===== src/rtl/core/lfp_pkg.sv =====
// Package for the nine-byte range sensor frame parser.
// Holds the frame constants and the result type; no dependencies.
package lfp_pkg;

  // Header byte that opens every frame (sent twice).
  localparam logic [7:0] FRAME_HEAD = 8'h59;

  // Distance code that the sensor sends when it has no valid reading.
  localparam logic [15:0] DIST_INVALID = 16'hFFFF;

  // Width of the frame phase counter.
  localparam int unsigned PHASE_W = 4;

  // One parsed frame as it leaves the parser.
  typedef struct packed {
    logic [15:0] distance_cm;
    logic [15:0] signal_strength;
    logic [7:0]  range_mode;
    logic        checksum_ok;
    logic        distance_valid;
  } result_t;

endpackage


===== src/rtl/core/lfp_if.sv =====
// Channel interfaces for the frame parser: the byte channel and the result channel.
// Depends on nothing but the valid/ready handshake convention.
interface lfp_byte_if;
  logic       valid;
  logic       ready;
  logic [7:0] rx_byte;

  modport source (output valid, output rx_byte, input ready);
  modport sink   (input valid, input rx_byte, output ready);
endinterface

interface lfp_result_if;
  logic        valid;
  logic        ready;
  logic [15:0] distance_cm;
  logic [15:0] signal_strength;
  logic [7:0]  range_mode;
  logic        checksum_ok;
  logic        distance_valid;

  modport source (output valid, output distance_cm, output signal_strength,
                  output range_mode, output checksum_ok, output distance_valid,
                  input ready);
  modport sink   (input valid, input distance_cm, input signal_strength,
                  input range_mode, input checksum_ok, input distance_valid,
                  output ready);
endinterface


===== src/rtl/core/lidar_frame_parser_top.sv =====
// Top level of the nine-byte range sensor frame parser.
// Depends on lfp_pkg, lfp_if, lfp_parse_core and lfp_out_reg.
//
// Usage: bytes from the sensor serial link enter on in_byte, one item per byte.
// Each frame is two 0x59 header bytes, distance (little endian), strength,
// mode, one spare byte and an 8-bit sum checksum. On the checksum byte one
// item leaves on out_result with the frame fields and the check flags; all
// other bytes produce nothing.
// cfg_wr_en/cfg_wr_data write the enable bit; while it is low every byte is
// dropped and the header hunt starts afresh once it is set again.
// A byte is registered at the input and processed from there; the result of a
// checksum byte is then loaded into the output register once that register
// can take it.
// Throughput: one byte per cycle unless a result finds the result register full.
// Reset (rst_n low, synchronous) disables the parser, empties both registers
// and returns the phase to the first header byte.
// When the receiver stalls, the output register holds its item; bytes keep
// flowing until a second result is due, at which point in_byte.ready drops.
module lidar_frame_parser_top (
  input  logic         clk,
  input  logic         rst_n,
  input  logic         cfg_wr_en,
  input  logic         cfg_wr_data,
  lfp_byte_if.sink     in_byte,
  lfp_result_if.source out_result
);

  logic             enable_r;
  logic             byte_valid_r;
  logic [7:0]       byte_r;
  logic             load_ok;
  logic             advance;
  logic             emit;
  lfp_pkg::result_t result;

  // Enable register.
  always_ff @(posedge clk) begin
    if (!rst_n) begin
      enable_r <= 1'b0;
    end else if (cfg_wr_en) begin
      enable_r <= cfg_wr_data;
    end
  end

  // Input register: a byte moves on unless its result would find the result register full.
  assign advance       = byte_valid_r && (load_ok || !emit);
  assign in_byte.ready = !byte_valid_r || advance;

  always_ff @(posedge clk) begin
    if (!rst_n) begin
      byte_valid_r <= 1'b0;
    end else if (in_byte.ready) begin
      byte_valid_r <= in_byte.valid;
    end
  end

  always_ff @(posedge clk) begin
    if (in_byte.valid && in_byte.ready) begin
      byte_r <= in_byte.rx_byte;
    end
  end

  // Frame state machine.
  lfp_parse_core u_core (
    .clk     (clk),
    .rst_n   (rst_n),
    .enable  (enable_r),
    .step    (advance),
    .byte_in (byte_r),
    .emit    (emit),
    .result  (result)
  );

  // Result register.
  lfp_out_reg u_out (
    .clk       (clk),
    .rst_n     (rst_n),
    .load      (advance && emit),
    .load_data (result),
    .load_ok   (load_ok),
    .res       (out_result)
  );

endmodule


===== src/rtl/core/lfp_parse_core.sv =====
// Frame state machine of the parser: phase, running sum and held frame fields.
// Depends on lfp_pkg for the frame constants and the result type.
module lfp_parse_core (
  input  logic             clk,
  input  logic             rst_n,
  input  logic             enable,
  input  logic             step,
  input  logic [7:0]       byte_in,
  output logic             emit,
  output lfp_pkg::result_t result
);

  localparam logic [lfp_pkg::PHASE_W-1:0] PH_HEAD0  = 4'd0;
  localparam logic [lfp_pkg::PHASE_W-1:0] PH_HEAD1  = 4'd1;
  localparam logic [lfp_pkg::PHASE_W-1:0] PH_DIST_L = 4'd2;
  localparam logic [lfp_pkg::PHASE_W-1:0] PH_DIST_H = 4'd3;
  localparam logic [lfp_pkg::PHASE_W-1:0] PH_STR_L  = 4'd4;
  localparam logic [lfp_pkg::PHASE_W-1:0] PH_STR_H  = 4'd5;
  localparam logic [lfp_pkg::PHASE_W-1:0] PH_MODE   = 4'd6;
  localparam logic [lfp_pkg::PHASE_W-1:0] PH_SPARE  = 4'd7;
  localparam logic [lfp_pkg::PHASE_W-1:0] PH_CHECK  = 4'd8;

  logic [lfp_pkg::PHASE_W-1:0] phase_r, phase_nxt;
  logic [7:0]                  sum_r, sum_nxt;
  logic [15:0]                 dist_r, dist_nxt;
  logic [15:0]                 str_r, str_nxt;
  logic [7:0]                  mode_r, mode_nxt;
  logic                        sum_ok;

  // Next-state logic for one byte.
  always_comb begin
    phase_nxt = phase_r;
    sum_nxt   = sum_r;
    dist_nxt  = dist_r;
    str_nxt   = str_r;
    mode_nxt  = mode_r;
    emit      = 1'b0;
    sum_ok    = (sum_r == byte_in);
    if (!enable) begin
      // A disabled parser drops the byte and restarts the header hunt.
      phase_nxt = PH_HEAD0;
    end else begin
      case (phase_r)
        PH_HEAD0: begin
          if (byte_in == lfp_pkg::FRAME_HEAD) begin
            sum_nxt   = byte_in;
            phase_nxt = PH_HEAD1;
          end
        end
        PH_HEAD1: begin
          if (byte_in == lfp_pkg::FRAME_HEAD) begin
            sum_nxt   = sum_r + byte_in;
            phase_nxt = PH_DIST_L;
          end else begin
            phase_nxt = PH_HEAD0;
          end
        end
        PH_DIST_L, PH_DIST_H, PH_STR_L, PH_STR_H, PH_MODE, PH_SPARE: begin
          // Payload bytes: capture the field and add to the sum.
          case (phase_r)
            PH_DIST_L: dist_nxt = {8'h00, byte_in};
            PH_DIST_H: dist_nxt = {byte_in, dist_r[7:0]};
            PH_STR_L:  str_nxt  = {8'h00, byte_in};
            PH_STR_H:  str_nxt  = {byte_in, str_r[7:0]};
            PH_MODE:   mode_nxt = byte_in;
            default:   mode_nxt = mode_r;
          endcase
          sum_nxt   = sum_r + byte_in;
          phase_nxt = phase_r + 4'd1;
        end
        PH_CHECK: begin
          emit      = 1'b1;
          phase_nxt = PH_HEAD0;
        end
        default: begin
          phase_nxt = PH_HEAD0;
        end
      endcase
    end
  end

  // Result fields as seen at the checksum byte.
  assign result.distance_cm     = dist_r;
  assign result.signal_strength = str_r;
  assign result.range_mode      = mode_r;
  assign result.checksum_ok     = sum_ok;
  assign result.distance_valid  = sum_ok && (dist_r != lfp_pkg::DIST_INVALID);

  // Phase is control state and is reset; the others are always written before use.
  always_ff @(posedge clk) begin
    if (!rst_n) begin
      phase_r <= PH_HEAD0;
    end else if (step) begin
      phase_r <= phase_nxt;
    end
  end

  always_ff @(posedge clk) begin
    if (step) begin
      sum_r  <= sum_nxt;
      dist_r <= dist_nxt;
      str_r  <= str_nxt;
      mode_r <= mode_nxt;
    end
  end

endmodule


===== src/rtl/core/lfp_out_reg.sv =====
// Result register of the parser: holds one finished frame until the receiver takes it.
// Depends on lfp_pkg for the result type and lfp_if for the result channel.
module lfp_out_reg (
  input  logic              clk,
  input  logic              rst_n,
  input  logic              load,
  input  lfp_pkg::result_t  load_data,
  output logic              load_ok,
  lfp_result_if.source      res
);

  logic             valid_r;
  lfp_pkg::result_t data_r;

  // The register can take a new item when empty or when its item leaves now.
  assign load_ok = !valid_r || res.ready;

  always_ff @(posedge clk) begin
    if (!rst_n) begin
      valid_r <= 1'b0;
    end else if (load) begin
      valid_r <= 1'b1;
    end else if (res.ready) begin
      valid_r <= 1'b0;
    end
  end

  always_ff @(posedge clk) begin
    if (load) begin
      data_r <= load_data;
    end
  end

  assign res.valid           = valid_r;
  assign res.distance_cm     = data_r.distance_cm;
  assign res.signal_strength = data_r.signal_strength;
  assign res.range_mode      = data_r.range_mode;
  assign res.checksum_ok     = data_r.checksum_ok;
  assign res.distance_valid  = data_r.distance_valid;

endmodule


===== src/flat_wrapper.sv =====
// flat-port wrapper written by rule: the top's interface ports become plain ports
module lidar_frame_parser_top_flat 
  (clk, rst_n, cfg_wr_en, cfg_wr_data, in_byte_valid, in_byte_rx_byte, in_byte_ready, out_result_valid, out_result_distance_cm, out_result_signal_strength, out_result_range_mode, out_result_checksum_ok, out_result_distance_valid, out_result_ready);
  lfp_byte_if in_byte_i ();
  lfp_result_if out_result_i ();
  input  logic clk;
  input  logic rst_n;
  input  logic cfg_wr_en;
  input  logic cfg_wr_data;
  input wire logic [$bits(in_byte_i.valid)-1:0] in_byte_valid;
  input wire logic [$bits(in_byte_i.rx_byte)-1:0] in_byte_rx_byte;
  output wire logic [$bits(in_byte_i.ready)-1:0] in_byte_ready;
  output wire logic [$bits(out_result_i.valid)-1:0] out_result_valid;
  output wire logic [$bits(out_result_i.distance_cm)-1:0] out_result_distance_cm;
  output wire logic [$bits(out_result_i.signal_strength)-1:0] out_result_signal_strength;
  output wire logic [$bits(out_result_i.range_mode)-1:0] out_result_range_mode;
  output wire logic [$bits(out_result_i.checksum_ok)-1:0] out_result_checksum_ok;
  output wire logic [$bits(out_result_i.distance_valid)-1:0] out_result_distance_valid;
  input wire logic [$bits(out_result_i.ready)-1:0] out_result_ready;
  assign in_byte_i.valid = in_byte_valid;
  assign in_byte_i.rx_byte = in_byte_rx_byte;
  assign in_byte_ready = in_byte_i.ready;
  assign out_result_valid = out_result_i.valid;
  assign out_result_distance_cm = out_result_i.distance_cm;
  assign out_result_signal_strength = out_result_i.signal_strength;
  assign out_result_range_mode = out_result_i.range_mode;
  assign out_result_checksum_ok = out_result_i.checksum_ok;
  assign out_result_distance_valid = out_result_i.distance_valid;
  assign out_result_i.ready = out_result_ready;
  lidar_frame_parser_top u_core (.clk(clk), .rst_n(rst_n), .cfg_wr_en(cfg_wr_en), .cfg_wr_data(cfg_wr_data), .in_byte(in_byte_i), .out_result(out_result_i));
endmodule

===== config.mk =====
export PLATFORM = sky130hd
export DESIGN_NAME = lidar_frame_parser_top_flat
export DESIGN_NICKNAME = d
export VERILOG_FILES = /design/src/rtl/core/lfp_pkg.sv /design/src/rtl/core/lfp_if.sv /design/src/rtl/core/lidar_frame_parser_top.sv /design/src/rtl/core/lfp_parse_core.sv /design/src/rtl/core/lfp_out_reg.sv /design/src/flat_wrapper.sv
export SDC_FILE = /design/constraint.sdc
export NUM_CORES = 1
export LEC_CHECK = 0
export BUFFER_PORTS_ARGS = -buffer_cell sky130_fd_sc_hd__buf_2
export CAP_MARGIN = 20
export CELL_PAD_IN_SITES_DETAIL_PLACEMENT = 0
export CELL_PAD_IN_SITES_GLOBAL_PLACEMENT = 2
export CORE_ASPECT_RATIO = 0.8
export CORE_MARGIN = 2
export CORE_UTILIZATION = 41
export DETAILED_ROUTE_END_ITERATION = 7
export PLACE_DENSITY_LB_ADDON = 0.1
export SLEW_MARGIN = 10
export SYNTH_ARGS = -nofsm -noshare
export SYNTH_HDL_FRONTEND = slang
export SYNTH_HIERARCHICAL = 1
export SYNTH_SLANG_ARGS = --single-unit

===== constraint.sdc =====
create_clock -name clk -period 3.47 [get_ports clk]
set_input_delay 0.347 -clock clk [delete_from_list [all_inputs] [get_ports clk]]
set_output_delay 0.347 -clock clk [all_outputs]
set_load 0.1 [all_outputs]

# Word-level counts from Yosys, hierarchy flattened
# Cells that the tools add are included.
totals:
  reg_bits: 105
  input_bits: 14
  elab_cells: 70
classes:
  add_sub_neg: 2
  eq_ne: 14
  n_mux: 13
  bitwise_logic: 2
  n_reduce_logical: 23
op_table:
  columns: ["operator", "count"]
  rows:
  - ["one-hot mux 16 bit (2 select lines)", 2]
  - ["one-hot mux 8 bit (3 select lines)", 1]
  - ["== test 4 x 3 -> 1 bit, second input constant", 4]
  - ["2-to-1 mux 8 bit", 2]
  - ["inequality test 16 bit, second input constant", 1]
  - ["AND reduction 5 bit", 3]
  - ["one-hot mux 4 bit (3 select lines)", 1]
  - ["AND reduction 4 bit", 3]
  - ["adder 8 bit", 1]
  - ["== test 4 x 2 -> 1 bit, second input constant", 2]
  - ["== test 8 x 7 -> 1 bit, second input constant", 1]
  - ["== test 8 bit", 1]
  - ["2-to-1 mux 4 bit", 2]
  - ["nonzero test 2 bit", 3]
  - ["OR reduction 6 bit", 1]
  - ["adder 4 x 1 -> 4 bit, second input constant", 1]
  - ["== test 4 x 1 -> 1 bit, second input constant", 1]
  - ["== test 4 bit, second input constant", 1]
  - ["logical AND 1 bit", 4]
  - ["logical NOT 4 bit", 1]
  - ["2-to-1 mux 1 bit", 4]
  - ["inequality test 2 bit, second input constant", 2]
  - ["logical NOT 1 bit", 3]
  - ["logical OR 1 bit", 3]
  - ["other kinds (5)", 6]

# Depth between registers and ports, before layout
logic_depth:
  depth_word: 8
  ltp_mapped: 10
  ltp_nobuf: 10

# By module
# The synthesis kept the hierarchy.
modules_own_cells:
  columns: ["mod", "instances", "cells_each", "area_per_inst_um2", "seq_area_each_um2"]
  rows:
  - ["lfp_parse_core", 1, 195, 2577.5, 1521.5]
  - ["lfp_out_reg", 1, 46, 1310.0, 1281.2]
  - ["lidar_frame_parser_top", 1, 19, 359.1, 280.3]

# Least setup slack after synthesis
# Ideal clock, no wire load.
synth_timing:
  kind: "reg-to-reg"
  from: "register u_core/u_core/phase_r[0] (netlist name)"
  to: "register u_core.u_core.sum_r[0] (enable)"
  setup_ns: 0.375
  t_arrival_ns: 2.579
  required_time_ns: 3.095
  setup_slack_ns: 0.516
  stages_incl_launch_ff: 10
  n_path_buf: 0
  path_cell_list: "dfxtp_1 -> inv_1 -> ha_1 -> nand2_1 -> nor3b_1 -> a21boi_0 -> nand2_1 -> or2_1 -> o32ai_1 -> a21boi_1"
synth_between:
  elab_chain_len: 7
synth_lines:
  columns: ["element", "line_no", "source"]
  rows:
  - ["start: declaration", "lfp_parse_core.sv:23", "logic [lfp_pkg::PHASE_W-1:0] phase_r, phase_nxt;"]
  - ["start signal: assignment", "lfp_parse_core.sv:94", "phase_r <= phase_nxt;"]
  - ["== test 4 bit", "lfp_parse_core.sv:43", "case (phase_r)"]
  - ["2-to-1 mux 1 bit", "lfp_parse_core.sv:43", null]
  - ["2-to-1 mux 1 bit", "lfp_parse_core.sv:39", "if (!enable) begin"]
  - ["via u_core.emit", "lidar_frame_parser_top.sv:33", "logic emit;"]
  - ["logical NOT 1 bit", "lidar_frame_parser_top.sv:46", "assign advance = byte_valid_r && (load_ok || !emit);"]
  - ["logical OR 1 bit", "lidar_frame_parser_top.sv:46", null]
  - ["logical AND 1 bit", "lidar_frame_parser_top.sv:46", null]
  - ["via u_core.advance", "lidar_frame_parser_top.sv:32", "logic advance;"]
  - ["AND reduction 5 bit (no line)", null, null]
  - ["end signal: assignment", "lfp_parse_core.sv:100", "sum_r <= sum_nxt;"]
  - ["end: declaration", "lfp_parse_core.sv:24", "logic [7:0] sum_r, sum_nxt;"]
# The timed path passes the listed nets, and every way through them passes these cells.
# A chain may end at the register's enable or synchronous reset.

# Worst setup path after layout
layout_timing:
  from: "register u_core/u_core/phase_r[0] (netlist name)"
  to: "register u_core.u_core.sum_r[1] (enable)"
# The elaborated chain is that of the path after synthesis.

==> results.md <==
* Fin cells at 478
* Number of global-route vias before repair at 2128
* CP arrival at 2870 ps
* First-pass GRT wire length at 12240 um
* DR vias/cell at 4.897
* Busiest grt layer: met1
* Grt ovf at 0
* Cells after DPL at 461
* Detail Route Antenna Nets at 0
* RSZ-0062 raised after global routing: no
* EDFF count, synth at 98
* Slew margin rel. at 52.78%
* Diodes inserted at 0
* Max incr delay on CP at 360 ps
* Share of layout cells above drive strength 1 at 29.59%
* Min-delay worst type: in2reg
* Die W at 117.8 um
* Crit path launch type: flip-flop
* Syn nets at 286
* Cell count after synthesis at 260
* Post-CTS resize count at 0
* Critical path type: reg2reg
* Hold buffer count at CTS at 0
* GPL Wtd Cong at 0.7263
* FF/Latch Area at 0.003083 mm2
* Yosys warnings at 6
* Starting Density at 41.81%
* Final Power at 0.002545 W
* # DRC at 0
* Clock net sink count at 105
* Mapped Area at 0.004247 mm2
* IO Port Bufs at 57
* Core Area at 0.01016 mm2
* Synth cell types at 51
* Max VDD drop at 0.1932 mV
* Compound-Gate Fraction of Synth Area at 6.335%
* GRT Overall Usage at 15.02%
* Max Slew Vio Count at 0
* Pin count of the biggest net entering global routing at 44
* Slew @ Worst Pin at 705.8 ps
* H-tree Lvls at 3
* Synth Area in Adders at 3.712%
* Final Hold Vio Count at 0
* Area leader, netlist: edfxtp_1
* CP cell instances: inv_1, ha_1, nand2_1, nor3b_1, a21boi_0, buf_4, nand2_1, or2_1, o32ai_1, a21boi_1, buf_4
* Met3 usage at 3.828%
* Prevailing post-synth register cell: edfxtp_1
* Fill cells at 897
* M2 GR Usage at 21.80%
* Status: complete, no violations
* First-pass iteration count of the detailed router at 4
* Area Overhead vs Synth at 19.39%
* Area contributors post-synth: edfxtp_1 69%, dfxtp_1 3.3%, ha_1 3.2%
* Register area share after synthesis at 72.60%
* Area of the multi-input gates at 0.001117 mm2
* CTS Root Cell: clkbuf_16
* Post-DP HPWL at 5503 um
* Flops & latches, synth at 105
* TritonCTS clock tree: built
* CP endpoint kind: flip-flop
* Die Ht at 95.03 um
* Clk Latency, worst-skew pair at 340 ps
* Pre-CTS setup slack at 626.8 ps
* Most frequent cells in the layout: 98 x edfxtp_1, 58 x buf_2, 17 x and2_1, 14 x nor2b_1, 11 x ha_1
* Final setup fails at 0
* Maximum fanout along the worst path at 8
* Power density cells at 501.9 mW/mm2
* Main combinational cell family by area after synthesis: simple AND/OR/NAND/NOR gates
* Most common cell after layout, fill and taps aside: edfxtp_1
* Ports at 58
* Final min period at 2820 ps
* Via Count at 2341
* DIE AREA at 0.01119 mm2
* Fmax at 0.3547 GHz
* Syn Area/Cell at 16.33 um2
* Post-synthesis mux area share at 2.239%
* Initial antenna violation count at 0
* Drt total wl at 8032 um
* Setup TNS at 0 ps
* Nets at 359
* CTS Buffer Depth at 2
* Routed len/inst at 16.80 um
* Post-CTS Setup Bufs at 0
* Critical Path RT at 3520 ps
* FFs w/ async S/R, synth at 0%
* TritonCTS Buffers at 9
* Final period util at 81.26%
* Synth Area in Simple Gates at 12.79%
* XOR/XNOR share of the synthesized area at 1.237%
* Clock transition at path regs at 80 ps
* Met1 track demand over resource at 21.94%
* Share of the synthesized area in the top cell type at 69.30%
* Slowest CP cell: dfxtp_1
* Num rows at 33
* Min setup slack post-route at 650.3 ps
* Clock Skew at 10.33 ps
* Initial drt markers at 177
* Static leakage at 1.829 nW
* Maxcap violations at 0
==> stage by stage <==
stage | instance area (um2) | hold WS [ps] | util [%]
after global placement | 4751 | 401.7 | 46.77
after CTS | 5065 | 169.8 | 49.86
final | 5070 | 182.2 | 49.91
after floorplan | 4247 | 400.3 | -
after detailed placement | 4751 | 406.2 | 46.77
after global routing | 5070 | 166.4 | 49.91
==> critical path: cells and delay by family (launching register included) <==
kind	cells	cell delay, ps
AOI/OAI and AO/OA	3	770
adders and majority gates	1	330
buffers and inverters	3	490
DFF	1	360
and+or+nand+nor	4	580
==> layer usage <==
metal,up-vias,part of all wire [%]
li1,1141,-
met1,1132,49
met2,63,43
met3,5,6.5
met4,0,0.93
met5,-,0
==> registers in the layout, summed over array words and instances, names as in the netlist <==
register / count
u_core/byte_r: 8
u_core/byte_valid_r: 1
u_core/enable_r: 1
u_core/u_core/dist_r: 16
u_core/u_core/mode_r: 8
u_core/u_core/phase_r: 4
u_core/u_core/str_r: 16
u_core/u_core/sum_r: 8
u_core/u_out/res.checksum_ok: 1
u_core/u_out/res.distance_cm: 16
u_core/u_out/res.distance_valid: 1
u_core/u_out/res.range_mode: 8
u_core/u_out/res.signal_strength: 16
u_core/u_out/res.valid: 1
==> power breakdown <==
group	internal (W)	total [W]	switching [W]
Sequential	0.00138	0.00140	0.0000201
Clock	0.000579	0.00105	0.000473
Combinational	0.0000464	0.0000906	0.0000442
==> Yosys cell counts (all sizes together) (3+ instances only) <==
cell     n
a211oi   4
a21boi   5
a21oi    9
and2    18
and3    10
clkbuf   3
dfxtp    7
edfxtp  98
ha      11
inv      6
mux2     5
nand2    6
nand3    3
nand3b   3
nand4    5
nor2    10
nor2b   14
nor4     4
o21ai    7
xnor2    5
==> worst paths after layout <==
check / cells after the start / startpoint / slack, ps / to
worst max-delay path: 11 / u_core/u_core/phase_r[0] / 650 / u_core/u_core/sum_r[1]
worst min-delay path: 1 / in_byte_rx_byte[5] / 180 / u_core/byte_r[5]
worst max register to register: 11 / u_core/u_core/phase_r[0] / 650 / u_core/u_core/sum_r[1]
worst min register to register: 0 / u_core/u_core/mode_r[0] / 420 / u_core/u_out/res.range_mode[0]
==> area by class of cell <==
type / count / share of cell area [%]
multi-input combinational: 144 / 22.04
inverter: 6 / 0.4442
tap: 140 / 3.455
sequential: 105 / 60.81
clock inverter: 6 / 1.678
timing repair buffer: 67 / 7.058
clock buffer: 10 / 4.516
==> cell families (layout without fill, tap and decap cells) <==
kind of cell,Yosys count,in the layout
xor gates and xnor gates,6,6
buffers and inverters,11,89
AOI/OAI and AO/OA,34,34
and+or+nand+nor,85,85
muxes,7,7
DFF,105,105
adders and majority gates,12,12
Power figures use the tool's default switching activity.
